===== src/hdl/ttp_pkg.sv =====
// Shared types, codes and constants for the timed tone PWM player.
// Depends on nothing; the controller, datapath and top level import it.
package ttp_pkg;

    localparam int CLK_W    = 29;   // system clock register width
    localparam int FREQ_W   = 11;   // tone frequency width (max 1047)
    localparam int PROD_W   = 19;   // freq * divider width (max 1047 * 256)
    localparam int DIV_W    = 9;    // clock divider width (1..256)
    localparam int TOP_W    = 16;
    localparam int LEVEL_W  = 15;
    localparam int CNT_W    = 5;    // quotient bit counter (0..CLK_W-1)

    localparam logic [CLK_W-1:0] CLK_HZ_RESET = 29'd125000000;
    localparam logic [TOP_W-1:0] TOP_RESET    = 16'd62499;
    localparam logic [DIV_W-1:0] DIV_RESET    = 9'd1;

    localparam logic [1:0] KIND_TICK = 2'd0;
    localparam logic [1:0] KIND_PLAY = 2'd1;
    localparam logic [1:0] KIND_STOP = 2'd2;

    localparam logic [1:0] TONE_NONE = 2'd0;
    localparam logic [1:0] TONE_HIGH = 2'd1;
    localparam logic [1:0] TONE_MID  = 2'd2;
    localparam logic [1:0] TONE_LOW  = 2'd3;

    typedef struct packed {
        logic [1:0]  kind;
        logic [1:0]  tone_select;
        logic [31:0] length_ms;
    } ttp_in_t;

    typedef struct packed {
        logic               amp_standby;
        logic               pwm_enabled;
        logic [DIV_W-1:0]   clock_divider;
        logic [TOP_W-1:0]   period_top;
        logic [LEVEL_W-1:0] duty_level;
        logic [1:0]         tone_active;
    } ttp_out_t;

    // Controller to datapath
    typedef struct packed {
        logic in_ready;
        logic load;
        logic search_step;
        logic div_start;
        logic div_step;
        logic write_out;
    } ttp_cmd_t;

    // Datapath to controller
    typedef struct packed {
        logic play_req;
        logic search_done;
        logic div_last;
        logic out_free;
    } ttp_status_t;

    function automatic logic [FREQ_W-1:0] tone_freq(input logic [1:0] tone);
        logic [FREQ_W-1:0] f;
        case (tone)
            TONE_HIGH: f = 11'd1047;
            TONE_MID:  f = 11'd523;
            TONE_LOW:  f = 11'd261;
            default:   f = 11'd0;
        endcase
        return f;
    endfunction

endpackage


===== src/hdl/ttp_stream_if.sv =====
// Valid/ready stream interface carrying one payload struct per transaction.
// Payload type is a parameter; the player uses types from ttp_pkg.
interface ttp_stream_if #(parameter type payload_t = logic);
    logic     valid;
    logic     ready;
    payload_t data;

    modport source (output valid, output data, input ready);
    modport sink   (input valid, input data, output ready);
endinterface


===== src/hdl/ttp_controller.sv =====
// Sequencer for the tone player: accept, divider search and quotient for plays, write.
// Depends on ttp_pkg for the command and status structs.
module ttp_controller
    import ttp_pkg::*;
(
    input  logic        clk,
    input  logic        rst_n,
    input  logic        in_valid,
    input  ttp_status_t status,
    output ttp_cmd_t    cmd
);

    localparam logic [1:0] S_IDLE   = 2'd0;
    localparam logic [1:0] S_SEARCH = 2'd1;
    localparam logic [1:0] S_DIVIDE = 2'd2;
    localparam logic [1:0] S_WRITE  = 2'd3;

    logic [1:0] state_reg;
    logic [1:0] state_next;

    always_comb
    begin
        state_next = state_reg;
        cmd        = '0;
        case (state_reg)
            S_IDLE:
            begin
                cmd.in_ready = 1'b1;
                if (in_valid)
                begin
                    cmd.load   = 1'b1;
                    state_next = status.play_req ? S_SEARCH : S_WRITE;
                end
            end
            S_SEARCH:
            begin
                cmd.search_step = 1'b1;
                if (status.search_done)
                begin
                    cmd.div_start = 1'b1;
                    state_next    = S_DIVIDE;
                end
            end
            S_DIVIDE:
            begin
                cmd.div_step = 1'b1;
                if (status.div_last)
                begin
                    state_next = S_WRITE;
                end
            end
            S_WRITE:
            begin
                if (status.out_free)
                begin
                    cmd.write_out = 1'b1;
                    state_next    = S_IDLE;
                end
            end
            default:
            begin
                state_next = S_IDLE;
            end
        endcase
    end

    always_ff @(posedge clk or negedge rst_n)
    begin
        if (!rst_n)
        begin
            state_reg <= S_IDLE;
        end
        else
        begin
            state_reg <= state_next;
        end
    end

    a_play_goes_to_search: assert property (@(posedge clk) disable iff (!rst_n)
        (cmd.load && status.play_req) |=> (state_reg == S_SEARCH))
        else $error("play transaction did not start the divider search");

    a_plain_goes_to_write: assert property (@(posedge clk) disable iff (!rst_n)
        (cmd.load && !status.play_req) |=> (state_reg == S_WRITE))
        else $error("tick or stop transaction did not go straight to write");

    a_write_returns_idle: assert property (@(posedge clk) disable iff (!rst_n)
        cmd.write_out |=> (state_reg == S_IDLE))
        else $error("controller did not return to idle after write");

endmodule


===== src/hdl/ttp_datapath.sv =====
// Datapath for the tone player: state registers, divider search,
// bit-serial quotient and result register. Depends on ttp_pkg.
module ttp_datapath
    import ttp_pkg::*;
#(
    parameter int MAX_DIVIDER = 256
)
(
    input  logic             clk,
    input  logic             rst_n,
    input  logic             cfg_wr_en,
    input  logic [CLK_W-1:0] cfg_wr_data,
    input  ttp_in_t          in_data,
    input  ttp_cmd_t         cmd,
    output ttp_status_t      status,
    output ttp_out_t         out_data,
    output logic             out_valid,
    input  logic             out_ready
);

    logic [CLK_W-1:0]  clk_hz_reg;
    logic [31:0]       now_reg;
    logic [31:0]       end_reg;
    logic [1:0]        tone_reg;
    logic              standby_reg;
    logic [DIV_W-1:0]  divider_reg;
    logic [TOP_W-1:0]  top_reg;
    logic              out_valid_reg;

    logic [FREQ_W-1:0] freq_reg;
    logic [DIV_W-1:0]  sdiv_reg;
    logic [PROD_W-1:0] prod_reg;
    logic [PROD_W-1:0] rem_reg;
    logic [CLK_W-1:0]  quo_reg;
    logic [CNT_W-1:0]  cnt_reg;
    ttp_out_t          out_reg;

    logic [31:0]       now_inc;
    logic              search_more;
    logic [PROD_W:0]   rem_shift;
    logic              fits;
    logic [PROD_W-1:0] rem_next;
    logic [CLK_W-1:0]  quo_next;
    logic [TOP_W-1:0]  top_calc;
    logic              playing;

    assign now_inc = now_reg + 32'd1;

    // Keep raising the divider while clk >= 65536 * freq * div and div < MAX_DIVIDER.
    assign search_more = ((CLK_W + TOP_W)'(clk_hz_reg)
                          >= (CLK_W + TOP_W)'({prod_reg, 16'h0000}))
                       && (sdiv_reg < DIV_W'(MAX_DIVIDER));

    // One quotient bit per step, restoring.
    assign rem_shift = {rem_reg, quo_reg[CLK_W-1]};
    assign fits      = rem_shift >= {1'b0, prod_reg};
    assign rem_next  = fits ? PROD_W'(rem_shift - {1'b0, prod_reg}) : rem_shift[PROD_W-1:0];
    assign quo_next  = {quo_reg[CLK_W-2:0], fits};

    // Clamp the period to 1..65536 counts, then take wrap minus one.
    always_comb
    begin
        if (quo_next > CLK_W'(32'd65536))
        begin
            top_calc = 16'hFFFF;
        end
        else if (quo_next == '0)
        begin
            top_calc = '0;
        end
        else
        begin
            top_calc = TOP_W'(quo_next - CLK_W'(1));
        end
    end

    assign status.play_req    = (in_data.kind == KIND_PLAY) && (in_data.tone_select != TONE_NONE);
    assign status.search_done = !search_more;
    assign status.div_last    = (cnt_reg == '0);
    assign status.out_free    = !out_valid_reg || out_ready;

    always_ff @(posedge clk or negedge rst_n)
    begin
        if (!rst_n)
        begin
            clk_hz_reg    <= CLK_HZ_RESET;
            now_reg       <= '0;
            end_reg       <= '0;
            tone_reg      <= TONE_NONE;
            standby_reg   <= 1'b1;
            divider_reg   <= DIV_RESET;
            top_reg       <= TOP_RESET;
            out_valid_reg <= 1'b0;
        end
        else
        begin
            if (cfg_wr_en)
            begin
                clk_hz_reg <= cfg_wr_data;
            end
            if (cmd.load)
            begin
                case (in_data.kind)
                    KIND_TICK:
                    begin
                        now_reg <= now_inc;
                        if (tone_reg != TONE_NONE && now_inc >= end_reg)
                        begin
                            standby_reg <= 1'b1;
                            tone_reg    <= TONE_NONE;
                        end
                    end
                    KIND_PLAY:
                    begin
                        if (in_data.tone_select == TONE_NONE)
                        begin
                            standby_reg <= 1'b1;
                            tone_reg    <= TONE_NONE;
                        end
                        else
                        begin
                            standby_reg <= 1'b0;
                            tone_reg    <= in_data.tone_select;
                            end_reg     <= now_reg + in_data.length_ms;
                        end
                    end
                    KIND_STOP:
                    begin
                        standby_reg <= 1'b1;
                        tone_reg    <= TONE_NONE;
                    end
                    default:
                    begin
                    end
                endcase
            end
            if (cmd.div_step && status.div_last)
            begin
                divider_reg <= sdiv_reg;
                top_reg     <= top_calc;
            end
            if (cmd.write_out)
            begin
                out_valid_reg <= 1'b1;
            end
            else if (out_ready)
            begin
                out_valid_reg <= 1'b0;
            end
        end
    end

    assign playing = (tone_reg != TONE_NONE);

    always_ff @(posedge clk)
    begin
        if (cmd.load)
        begin
            freq_reg <= tone_freq(in_data.tone_select);
            sdiv_reg <= DIV_W'(1);
            prod_reg <= PROD_W'(tone_freq(in_data.tone_select));
        end
        else if (cmd.search_step && search_more)
        begin
            sdiv_reg <= sdiv_reg + DIV_W'(1);
            prod_reg <= prod_reg + PROD_W'(freq_reg);
        end
        if (cmd.div_start)
        begin
            rem_reg <= '0;
            quo_reg <= clk_hz_reg;
            cnt_reg <= CNT_W'(CLK_W - 1);
        end
        else if (cmd.div_step)
        begin
            rem_reg <= rem_next;
            quo_reg <= quo_next;
            cnt_reg <= cnt_reg - CNT_W'(1);
        end
        if (cmd.write_out)
        begin
            out_reg.amp_standby   <= standby_reg;
            out_reg.pwm_enabled   <= playing;
            out_reg.clock_divider <= divider_reg;
            out_reg.period_top    <= top_reg;
            out_reg.duty_level    <= playing ? top_reg[TOP_W-1:1] : '0;
            out_reg.tone_active   <= tone_reg;
        end
    end

    assign out_data  = out_reg;
    assign out_valid = out_valid_reg;

    a_search_in_range: assert property (@(posedge clk) disable iff (!rst_n)
        cmd.div_start |-> (sdiv_reg >= DIV_W'(1) && sdiv_reg <= DIV_W'(MAX_DIVIDER)))
        else $error("divider search left its range");

    a_divider_in_range: assert property (@(posedge clk) disable iff (!rst_n)
        (divider_reg >= DIV_W'(1) && divider_reg <= DIV_W'(MAX_DIVIDER)))
        else $error("programmed divider out of range");

endmodule


===== src/hdl/timed_tone_pwm_player.sv =====
// Top level of the timed tone PWM player: controller plus datapath.
// Depends on ttp_pkg, ttp_stream_if, ttp_controller and ttp_datapath.
//
//  Channel   Dir   Payload                                   Transaction
//  items     in    kind, tone_select, length_ms              valid & ready
//  results   out   amp_standby, pwm_enabled, clock_divider,  valid & ready
//                  period_top, duty_level, tone_active
//  cfg       in    system_clock_hz (cfg_wr_data)             cfg_wr_en
//
// A tick, stop or unused kind is accepted and its result then written.
// A play of a tone is accepted, then the divider search scans one divider
// per cycle and a restoring divider makes one quotient bit per cycle over
// 29 bits before the write. Reset restores control state at once but not
// the search, quotient or result data; no clearing pass is needed.
// A stalled result holds in the output register; the next transaction is
// accepted meanwhile and waits in the write step until the register frees.
module timed_tone_pwm_player
    import ttp_pkg::*;
#(
    parameter int MAX_DIVIDER = 256
)
(
    input  logic             clk,
    input  logic             rst_n,
    input  logic             cfg_wr_en,
    input  logic [CLK_W-1:0] cfg_wr_data,
    ttp_stream_if.sink       items,
    ttp_stream_if.source     results
);

    ttp_cmd_t    cmd;
    ttp_status_t status;
    ttp_in_t     in_data;
    ttp_out_t    out_data;

    // Hold ready only while the sequencer waits for a new transaction.
    assign items.ready = cmd.in_ready;
    assign in_data     = items.data;
    assign results.data = out_data;

    ttp_controller u_ctrl (
        .clk      (clk),
        .rst_n    (rst_n),
        .in_valid (items.valid),
        .status   (status),
        .cmd      (cmd)
    );

    ttp_datapath #(
        .MAX_DIVIDER (MAX_DIVIDER)
    ) u_dp (
        .clk         (clk),
        .rst_n       (rst_n),
        .cfg_wr_en   (cfg_wr_en),
        .cfg_wr_data (cfg_wr_data),
        .in_data     (in_data),
        .cmd         (cmd),
        .status      (status),
        .out_data    (out_data),
        .out_valid   (results.valid),
        .out_ready   (results.ready)
    );

endmodule

===== src/flat_wrapper.sv =====
// flat-port wrapper written by rule: the top's interface ports become plain ports
module timed_tone_pwm_player_flat import ttp_pkg::*;
#(
    parameter int MAX_DIVIDER = 256
)
  (clk, rst_n, cfg_wr_en, cfg_wr_data, items_valid, items_data, items_ready, results_valid, results_data, results_ready);
  ttp_stream_if items_i ();
  ttp_stream_if results_i ();
  input  logic clk;
  input  logic rst_n;
  input  logic cfg_wr_en;
  input  logic [CLK_W-1:0] cfg_wr_data;
  input wire logic [$bits(items_i.valid)-1:0] items_valid;
  input wire logic [$bits(items_i.data)-1:0] items_data;
  output wire logic [$bits(items_i.ready)-1:0] items_ready;
  output wire logic [$bits(results_i.valid)-1:0] results_valid;
  output wire logic [$bits(results_i.data)-1:0] results_data;
  input wire logic [$bits(results_i.ready)-1:0] results_ready;
  assign items_i.valid = items_valid;
  assign items_i.data = items_data;
  assign items_ready = items_i.ready;
  assign results_valid = results_i.valid;
  assign results_data = results_i.data;
  assign results_i.ready = results_ready;
  timed_tone_pwm_player #(.MAX_DIVIDER(MAX_DIVIDER)) u_core (.clk(clk), .rst_n(rst_n), .cfg_wr_en(cfg_wr_en), .cfg_wr_data(cfg_wr_data), .items(items_i), .results(results_i));
endmodule

===== config.mk =====
export PLATFORM = sky130hd
export DESIGN_NAME = timed_tone_pwm_player_flat
export DESIGN_NICKNAME = d
export VERILOG_FILES = /design/src/hdl/ttp_pkg.sv /design/src/hdl/ttp_stream_if.sv /design/src/hdl/ttp_controller.sv /design/src/hdl/ttp_datapath.sv /design/src/hdl/timed_tone_pwm_player.sv /design/src/flat_wrapper.sv
export SDC_FILE = /design/constraint.sdc
export NUM_CORES = 1
export LEC_CHECK = 0
export ABC_AREA = 1
export BUFFER_PORTS_ARGS = -buffer_cell sky130_fd_sc_hd__buf_2
export CAP_MARGIN = 25
export CORE_MARGIN = 2
export CORE_UTILIZATION = 39
export DETAILED_ROUTE_END_ITERATION = 6
export HOLD_SLACK_MARGIN = 0.06
export PLACE_DENSITY = 0.65
export SETUP_SLACK_MARGIN = 0.05
export SYNTH_ARGS = -nofsm -noshare
export SYNTH_HDL_FRONTEND = slang
export SYNTH_SLANG_ARGS = --single-unit

===== constraint.sdc =====
create_clock -name clk -period 1.85 [get_ports clk]
set_input_delay 0.0925 -clock clk [delete_from_list [all_inputs] [get_ports clk]]
set_output_delay 0.0925 -clock clk [all_outputs]
set_load 0.01 [all_outputs]

=== Word-level counts from Yosys, hierarchy flattened ===
Index checks and enable logic that the tools add are counted.

* $add $sub $neg: 2
* $lt $le $gt $ge: 2
* Equality and inequality tests: 7
* Mux-type cells: 14
* Reduce and logical (&&, ||, !) cells: 8

{| class="wikitable"
|+ Operators by type and width
! cell !! number
|-
| $ge 29x1->1 const B || 1
|-
| $mux 2 || 6
|-
| $add 9x1->9 const B || 1
|-
| $lt 9x9->1 const B || 1
|-
| $pmux 2 s4 || 1
|-
| $mux 1 || 7
|-
| $ne 2x2->1 const B || 3
|-
| $logic_not 5->1 || 1
|-
| $sub 5x1->5 const B || 1
|-
| $eq 2x2->1 const B || 2
|-
| $reduce_and 4->1 || 1
|-
| $eq 2x1->1 const B || 1
|-
| $logic_and 1x1->1 || 2
|-
| $logic_not 2->1 || 1
|-
| $ne 2x1->1 const B || 1
|-
| $reduce_bool 2->1 || 1
|-
| $logic_not 1->1 || 1
|-
| $logic_or 1x1->1 || 1
|}

* Register bits: 46
* Input port bits: 35
* Word-level logic and storage cells: 38

=== Logic depth before layout (Yosys ltp) ===
Gate-level depths: netlist of run 1.

* Word-level depth: 5
* Depth in mapped cells: 7

=== Hierarchy ===
From an unflattened synthesis of run 1, not the netlist that was laid out.

* Cell total of the unflattened synthesis: 2,033
* Area total of the unflattened synthesis: 16,131.7 sq um

{| class="wikitable"
|+ Modules (own cells, without submodules)
! module !! instances !! cells an instance !! area each (sq um)
|-
| ttp_datapath || 1 || 1,997 || 15,881.5
|-
| ttp_controller || 1 || 35 || 246.5
|-
| timed_tone_pwm_player || 1 || 1 || 3.8
|}

=== Worst setup path before layout of run 1 ===
No wires, ideal clock.

* Path type: flip-flop to flip-flop
* Start point: reg u_core.u_ctrl.state_reg[0]
* End point: reg u_core.u_dp.sdiv_reg[3]
* Arrival time: 1.020 ns
* Path slack: 0.711 ns
* Cell stages (with the launch flop): 5
* Buffers on the path: 0
* Period minus slack after synthesis: 1.139 ns
* Cell sequence: dfrtp_1 nor2_1 nand2_1 o21ai_0 a21oi_1

* Longest elaborated chain between the ends: 3
* Elaborated cells between the ends (all ways): 5
* Those cells by class: 1 x eq/ne; 2 x mux; 2 x reduce/logical

{| class="wikitable"
|+ Ends and longest elaborated chain
! element !! line !! text
|-
| start, declared || ttp_controller.sv:18 || <nowiki>logic [1:0] state_reg;</nowiki>
|-
| start signal, assigned || ttp_controller.sv:75 || <nowiki>state_reg <= state_next;</nowiki>
|-
| $eq 2x1->1 || ttp_controller.sv:25 || <nowiki>case (state_reg)</nowiki>
|-
| $mux 2 || ttp_controller.sv:25 ||
|-
| $logic_and 1x1->1 || ttp_datapath.sv:163 || <nowiki>else if (cmd.search_step && search_more)</nowiki>
|-
| end signal, assigned || ttp_datapath.sv:165 || <nowiki>sdiv_reg <= sdiv_reg + DIV_W'(1);</nowiki>
|-
| end, declared || ttp_datapath.sv:31 || <nowiki>logic [DIV_W-1:0] sdiv_reg;</nowiki>
|}

Parallel ways exist; a longest one is shown, timed or not.
A chain may end at the register's enable or synchronous reset.

=== Worst setup path in the final report of run 1 ===
* Start point: reg u_core.u_ctrl.state_reg[0]
* End point: reg u_core.u_dp.sdiv_reg[0]

The elaborated chain is that of the path after synthesis.

==> results of run 1 <==
[per-layer routing]
layer / vias up / wire length, um
li1: 412 / -
met1: 333 / 752
met2: 13 / 692
met3: 2 / 55
met4: 0 / 17
met5: - / 0
[power breakdown]
part	internal [mW]	switching (mW)	leakage, nW
combinational	0.00393	0.00368	0.363
clock	0.0839	0.124	0.0150
sequential	0.367	0.0000000000000000457	0.151
total	0.455	0.128	0.529
[worst reg2reg max path, stage by stage (launching register included)]
cell     delay, ns
dfrtp_1       0.49
nor2_1        0.10
nand2_1       0.23
inv_1         0.10
a21oi_1       0.12
o21ai_0       0.09
[how the worst max path moves through the flow]
stage,to,slack (ns)
floorplan,u_core.u_dp.sdiv_reg[3],0.71
global placement,u_core.u_dp.sdiv_reg[6],0.65
detailed placement,u_core.u_dp.sdiv_reg[0],0.61
CTS,u_core.u_dp.sdiv_reg[0],0.59
global route,u_core.u_dp.cnt_reg[4],0.42
finish,u_core.u_dp.sdiv_reg[0],0.62
[synth_stat cells]
library cell  count
a21oi_1           5
a31oi_1           1
buf_4             1
conb_1            1
dfrtp_1           3
dfxtp_1          14
ha_1              3
inv_1            25
nand2_1          31
nand3_1           9
nand3_4           1
nand3b_1          1
nand4_1           5
nor2_1           16
nor2_2            1
nor2_4            1
nor3_2            1
o21ai_0           8
[per-stage QoR]
step | std cells | utilization, % | hold slack (ns) | setup slack, ns
6_report | 164 | 44.41 | 0.07938 | 0.6208
2_1_floorplan | 127 | - | -0.2031 | 0.7107
4_1_cts | 164 | 44.41 | 0.07915 | 0.5929
3_5_place_dp | 159 | 42.73 | -0.1069 | 0.6131
5_1_grt | 164 | 44.41 | 0.1040 | 0.4244
3_3_place_gp | 159 | 42.73 | -0.1115 | 0.6525
[area by class of cell]
| cell class | count | area [sq um] | area share, % |
|---|---|---|---|
| multi-input cells | 84 | 417.9 | 43.38 |
| flip-flops and latches | 17 | 355.3 | 36.88 |
| inverters | 25 | 93.84 | 9.740 |
| repair buffers | 6 | 35.03 | 3.636 |
| well taps | 28 | 35.03 | 3.636 |
| clock buffers | 4 | 26.28 | 2.727 |
[logic make-up after synthesis]
| family | after synthesis | synth area share [%] |
|---|---|---|
| buffers and inverters | 26 | 11.59 |
| flip-flops | 17 | 40.63 |
| other | 1 | 0.4288 |
| AO/OA/AOI/OAI | 14 | 8.155 |
| adder cells (fa/ha/maj) | 3 | 4.292 |
| AND/OR/NAND/NOR | 66 | 34.91 |
[repair_timing]
item,4_1_cts,5_1_grt
hold buffers,1,0
buffers inserted,0,0
endpoints found under the hold margin,3,0
==> metrics.yaml, run 1 <==
cp.buffers_inverters: 1
syn-cell-area_sq_um: 874.6
grt_pass1_vias: 672
htreeDepth: 1
syn_to_final_growth_pct: 10.16
drv_cap: 0
max_freq_ghz: 0.8136
required_ns: 2.04
finalSetupViolations: 0
rsz0062_at_grt: "no"
antenna_found_initial: 0
core_sq_um: 2170
cp-startpoint: "u_core.u_ctrl.state_reg[0]"
crit_path_cell_trace: "nor2_1 > nand2_1 > inv_1 > a21oi_1 > o21ai_0"
end_kind: "flip-flop"
grtUsageMet1_pct: 16.06
synth-seq-cells: 17
antenna_cells: 0
reg2reg_depth: 5
p_per_area_nw_per_um2: 604.3
cts_buffer_depth: 2
finalHoldViolCount: 0
wire_per_inst_um: 9.256
viasPerCell: 4.634
grt-ovfl-total: 0
cp_slowest_cell: "dfrtp_1"
drtPass1Iterations: 4
path_delay_family: "flip-flops"
holdPathStages: 4
r2r_slack_ns: 0.62
r2r-end: "u_core.u_dp.sdiv_reg[0]"
cts_tree: "built"
yosys.area.top_type_share_pct: 32.05
antenna_left: 0
grt_pass1_wl_mm: 2.601
power_mw: 0.5822
met3_usage_pct: 3.509
netlist-cell-type-count: 18
syn_avg_cell_area_sq_um: 6.887
die_w_um: 51.36
min_to: "u_core.u_dp.out_valid"
gp_congestion: 0.7410
grt.met2_usage_pct: 21.43
cpPeakStageDelay_ns: 0.49
cts_buffers: 3
fin_setup_tns_ns: 0
vias: 760
hpwlAfterDp_mm: 1.167
drc_errors: 0
status: "finished, final reports clean"
arrival_ns: 1.42
worst_ir_drop_vdd_v: 0.0001916
startpoint_type: "flip-flop"
largest_register_ffs: 9
layout_commonest_cell: "nand2_1"
crit_fanout: 8
post-route-period-util_pct: 66.44
io_buffers: 5
grt_max_degree: 10
drv_slew: 0
dieHeight_um: 51.36
postLayoutCellArea_sq_um: 963.4
postSynthCellCount: 127
final_nets: 175
mostFrequentLayoutCells: "nand2_1 (31), inv_1 (25), nor2_1 (16), dfxtp_1 (14), nand3_1 (9)"
hold_path_startpoint: "results_ready"
track_usage_pct: 13.39
dr.first_iter.drc_count: 11
fill_cells: 231
cts-root-buf: "clkbuf_4"
clkSlewWorstSetupHoldPaths_ns: 0.10
synth.yosys.warnings: 0
min_path_type: "input pin to flip-flop"
die_area_sq_um: 2637
drive_gt1_share_pct: 8.824
grt.busiest_layer: "met2"
synth_top_area_cell: "dfxtp_1"
clock_skew_ns: 0.0005395
synth.yosys.seq_area_share_pct: 40.63
postCtsResizedCells: 0
clkSinkCount: 17
synthesis.nets: 165
clkLatencyLatePin_ns: 0.29
synth_area_leaders: "dfxtp_1 (32%), nand2_1 (13%), inv_1 (11%), dfrtp_1 (8.6%), nor2_1 (6.9%)"
routed_wl_mm: 1.518
r2r-start: "u_core.u_ctrl.state_reg[0]"
cp.depth: 5
io_pins: 38
placementRows: 17
fin_crit_ns: 1.229
path_class: "flip-flop to flip-flop"
p_leak_nw: 0.5287
start_util_pct: 40.31
placed_cell_area_sq_um: 927.1
Note: power is estimated with default switching activity, not from simulation.
==> run 2, diff against run 1 <==
Settings changed: PLACE_DENSITY 0.65 to 0.67.
Clock period 1.85 ns to 1.11 ns, I/O delays scaled along.
==> run 2 against run 1 <==
Against the previous run:
- the flow now finishes with violations (negative setup slack)
- design area increased by 21%
- power grew 68%
- worst hold slack improved by 0.053 ns
- via count up 6.6%
- flip-flop and latch count is the same
- clock power rose by 68%
- global-route usage rose by 2.0 points
- critical endpoint is now u_core.u_dp.sdiv_reg[5]
==> metrics.yaml, run 2 (synthesized netlist as in run 1, its figures left out) <==
die_w_um: 51.36
drv_cap: 0
p_leak_nw: 0.6062
end_kind: "flip-flop"
rsz0062_at_grt: "yes"
cts_buffers: 3
placementRows: 17
io_pins: 38
startpoint_type: "flip-flop"
final_util_pct: 53.69
finalWorstSetupSlack_ns: -0.05628
cts_tree: "built"
viasPerCell: 4.629
antenna_found_initial: 0
violations: "negative setup slack"
finalSetupViolations: 7
cp-startpoint: "u_core.u_ctrl.state_reg[1]"
reg2reg_depth: 7
post-route-period-util_pct: 105.1
routed_wl_mm: 1.788
hold_path_startpoint: "items_valid"
holdPathStages: 4
drv_slew: 0
final-seq-area_sq_um: 366.6
p_per_area_nw_per_um2: 839.9
place_ws_ns: -0.05906
grt_pass1_wl_mm: 2.953
clock_skew_ns: 0.003511
track_usage_pct: 15.36
dr.first_iter.drc_count: 12
cts_buffer_depth: 2
vias: 810
drtPass1Iterations: 4
path_class: "flip-flop to flip-flop"
antenna_cells: 0
required_ns: 1.36
io_buffers: 5
fill_cells: 198
grt-ovfl-total: 0
worst_ir_drop_vdd_v: 0.0005607
start_util_pct: 40.31
fin_crit_ns: 1.166
syn_to_final_growth_pct: 33.19
finalHoldViolCount: 0
max_freq_ghz: 0.8574
clkSinkCount: 17
final_nets: 186
multi_input_area_sq_um: 509.2
arrival_ns: 1.41
drive_gt1_share_pct: 34.69
cpPeakStageDelay_ns: 0.46
wire_per_inst_um: 10.22
cpMostUsedCell: "nand2_1"
dieHeight_um: 51.36
gp_congestion: 0.7382
largest_register_ffs: 9
status: "complete, but fails checks"
grt_max_degree: 11
hpwlAfterDp_mm: 1.222
layout_commonest_cell: "nand2_1"
cp_slowest_cell: "dfrtp_2"
crit_path_cell_trace: "inv_2 > nand3_4 > nor2_4 > nand2_2 > nand2_1 > nand2_1 > nor2_1"
die_area_sq_um: 2637
htreeDepth: 1
crit_fanout: 5
cts-root-buf: "clkbuf_4"
clkLatencyLatePin_ns: 0.30
drc_errors: 0
clkSlewWorstSetupHoldPaths_ns: 0.11
antenna_left: 0
min_path_type: "input pin to flip-flop"
core_sq_um: 2170
grt_pass1_vias: 738
mostFrequentLayoutCells: "nand2_1 (25), inv_1 (19), nor2_1 (10), dfxtp_1 (9)"
r2r-start: "u_core.u_ctrl.state_reg[1]"
fin_setup_tns_ns: -0.1772
run 2: cell count changes in the layout (fill, tap and decap cells not counted), sizes merged:
cell and change:
buf +9, clkbuf -1, clkinv +1, dlygate4sd3 +2
run 2: layout make-up:
| cell class | instances | area share, % |
|---|---|---|
| clock buffers | 3 | 1.933 |
| clock inverters | 1 | 0.4296 |
| inverters | 25 | 8.056 |
| multi-input cells | 84 | 43.72 |
| flip-flops and latches | 17 | 31.47 |
| well taps | 28 | 3.008 |
| repair buffers | 17 | 11.39 |
run 2: critical path: cells and delay by family, from the launching register on:
family	cells	cell delay (ns)
AND/OR/NAND/NOR	6	0.55
buffers and inverters	1	0.10
flip-flops	1	0.46
run 2: layer usage:
layer / global-route usage [%] / vias to the layer above / routed length (um)
met3: 3.509 / 5 / 40
met2: 25.97 / 8 / 864
met4: 9.211 / 0 / 44
met5: 0 / - / 0
met1: 17.51 / 361 / 838
li1: - / 436 / -
run 2: report_power, final:
| part | leakage (nW) | switching [mW] | internal (mW) | total (mW) |
|---|---|---|---|---|
| Clock | 0.0177 | 0.216 | 0.135 | 0.350 |
| Sequential | 0.151 | 0.0000000000000000748 | 0.609 | 0.609 |
| Combinational | 0.438 | 0.00820 | 0.0112 | 0.0194 |
run 2: path summary, 6_finish.rpt:
| check | to | slack, ns |
|---|---|---|
| setup reg to reg | u_core.u_dp.sdiv_reg[5] | -0.06 |
| hold reg to reg | u_core.u_dp.cnt_reg[3] | 0.48 |
| min in group asynchronous | u_core.u_dp.out_valid | 0.66 |
| hold / removal | u_core.u_dp.sdiv_reg[8] | 0.13 |
| max in group asynchronous | u_core.u_ctrl.state_reg[0] | 0.28 |
| setup / recovery | u_core.u_dp.sdiv_reg[5] | -0.06 |
run 2: timing repair:
| action | CTS | global route |
|---|---|---|
| endpoints found under the hold margin | 5 | 0 |
| buffers inserted | 1 | 1 |
| pin swaps | 3 | 4 |
| hold buffers | 3 | 0 |
| gates resized for setup | 15 | 24 |
| setup endpoints to repair | 16 | 16 |
run 2: per-stage QoR:
stage               hold WS (ns)  instances  total power [mW]  instance area, sq um
finish                    0.1328        175            0.9784                  1165
global route              0.1483        175             1.020                  1165
detailed placement       -0.1451        166            0.6348                 991.0
floorplan                -0.2401        127            0.6303                 885.9
global placement         -0.1469        166            0.6345                 991.0
CTS                       0.1050        174            0.9851                  1097
==> run 3, diff against run 2 <==
Settings changed: PLACE_DENSITY 0.67 to 0.74.
==> run 3 against run 2 <==
Against the previous run:
- the run still ends with negative setup slack left
- non-clock buffer count down 1
- critical endpoint is now u_core.u_ctrl.state_reg[0]
- die area unchanged
- global-route usage up 0.23 points
- critical path depth down 1
- largest cell class unchanged
- fmax down 0.39%
==> metrics.yaml, run 3 (synthesized netlist as in run 1, its figures left out) <==
syn_to_final_growth_pct: 28.47
fill_cells: 204
p_sw_mw: 0.2000
die_w_um: 51.36
antenna_left: 0
grt_max_degree: 11
swShare_pct: 20.97
p_seq_share_pct: 64.1
placed_cell_area_sq_um: 975.9
antenna_found_initial: 0
postLayoutCellArea_sq_um: 1124
cts_buffer_depth: 2
layout_commonest_cell: "nand2_1"
finalSetupViolations: 11
htreeDepth: 1
final_nets: 185
fin_crit_ns: 1.171
final_cells: 174
power_frac_clock_pct: 34.2
cts_buffers: 3
drc_errors: 0
cts-root-buf: "clkbuf_4"
grt-ovfl-total: 0
worst_ir_drop_vdd_v: 0.0005895
clock_skew_ns: 0.008709
start_util_pct: 40.31
drv_slew: 0
fin_setup_tns_ns: -0.3247
finalWorstSetupSlack_ns: -0.06087
p_per_area_nw_per_um2: 848.8
p_int_mw: 0.7538
p_leak_nw: 0.5780
core_sq_um: 2170
arrival_ns: 1.37
path_class: "flip-flop to flip-flop"
drtPass1Iterations: 4
rsz0062_at_grt: "yes"
required_ns: 1.31
io_pins: 38
dp_cells: 164
io_buffers: 5
min_path_type: "input pin to flip-flop"
dr.first_iter.drc_count: 16
vias: 811
startpoint_type: "flip-flop"
crit_fanout: 5
grt_pass1_wl_mm: 3.105
final_util_pct: 51.79
max_freq_ghz: 0.8541
clkLatencyLatePin_ns: 0.29
violations: "negative setup slack"
placementRows: 17
antenna_cells: 0
power_mw: 0.9537
post-route-period-util_pct: 105.5
track_usage_pct: 15.59
routed_wl_mm: 1.772
mostFrequentLayoutCells: "nand2_1 (25), inv_1 (19), nor2_1 (12), dfxtp_1 (12)"
largest_register_ffs: 9
drv_cap: 0
viasPerCell: 4.661
cts_tree: "built"
grt_pass1_vias: 763
dieHeight_um: 51.36
wire_per_inst_um: 10.18
drive_gt1_share_pct: 30.14
status: "complete, but fails checks"
finalHoldViolCount: 0
combPwrFrac_pct: 1.7
gp_congestion: 0.7967
die_area_sq_um: 2637
end_kind: "flip-flop"
clkSinkCount: 17
clkSlewWorstSetupHoldPaths_ns: 0.10
hpwlAfterDp_mm: 1.253
==> run 3: timing repair <==
item                       CTS  global route
hold buffers                 2             0
pin swaps                    4             3
setup endpoints to repair   16            16
gates resized for setup     23             5
buffers inserted             3             1
hold endpoints to repair     3             0
==> run 3: layer usage <==
metal	vias to the layer above	GRT usage, %	part of all wire (%)
li1	435	-	-
met1	368	16.76	43
met2	8	29.44	54
met3	0	5.263	2.4
met4	0	3.070	0
met5	-	0	0
==> run 3: layout make-up <==
cell class	count	area (sq um)	area share [%]
Sequential cell	17	360.3	32.07
Inverter	25	93.84	8.352
Clock buffer	3	22.52	2.004
Timing Repair Buffer	16	116.4	10.36
Clock inverter	1	5.005	0.4454
Multi-Input combinational cell	84	490.5	43.65
Tap cell	28	35.03	3.118
==> run 3: path summary, 6_finish.rpt <==
kind	from	to	slack, ns	depth (start not counted)
hold reg to reg	u_core.u_dp.cnt_reg[3]	u_core.u_dp.cnt_reg[3]	0.48	2
max in group asynchronous	rst_n	u_core.u_ctrl.state_reg[0]	0.30	3
hold / removal	results_ready	u_core.u_dp.out_valid	0.08	4
min in group asynchronous	rst_n	u_core.u_dp.out_valid	0.64	3
setup reg to reg	u_core.u_ctrl.state_reg[1]	u_core.u_ctrl.state_reg[0]	-0.06	6
setup / recovery	u_core.u_ctrl.state_reg[1]	u_core.u_ctrl.state_reg[0]	-0.06	6
==> run 3: stage by stage <==
| step | hold slack (ns) | setup slack [ns] |
|---|---|---|
| 6_report | 0.08314 | -0.06087 |
| 5_1_grt | 0.07446 | -0.1485 |
| 4_1_cts | 0.06551 | -0.04087 |
| 3_5_place_dp | -0.1477 | -0.07053 |
| 3_3_place_gp | -0.1481 | -0.05357 |
| 2_1_floorplan | -0.2401 | 0.04238 |
==> run 3: critical path: stages (launching register included) <==
cell and delay [ns]:
dfrtp_2 0.44, inv_2 0.08, nand3_4 0.12, nand2_1 0.08, nor2_1 0.16, nand3_1 0.10
o21ai_0 0.10
==> run 3: power by group through the flow <==
stage / Clock [mW] / Sequential [mW] / Combinational (mW)
finish: 0.326 / 0.611 / 0.0166
floorplan: 0 / 0.625 / 0.00541
CTS: 0.350 / 0.611 / 0.0160
global placement: 0 / 0.625 / 0.00952
global route: 0.371 / 0.611 / 0.0188
detailed placement: 0 / 0.625 / 0.0104
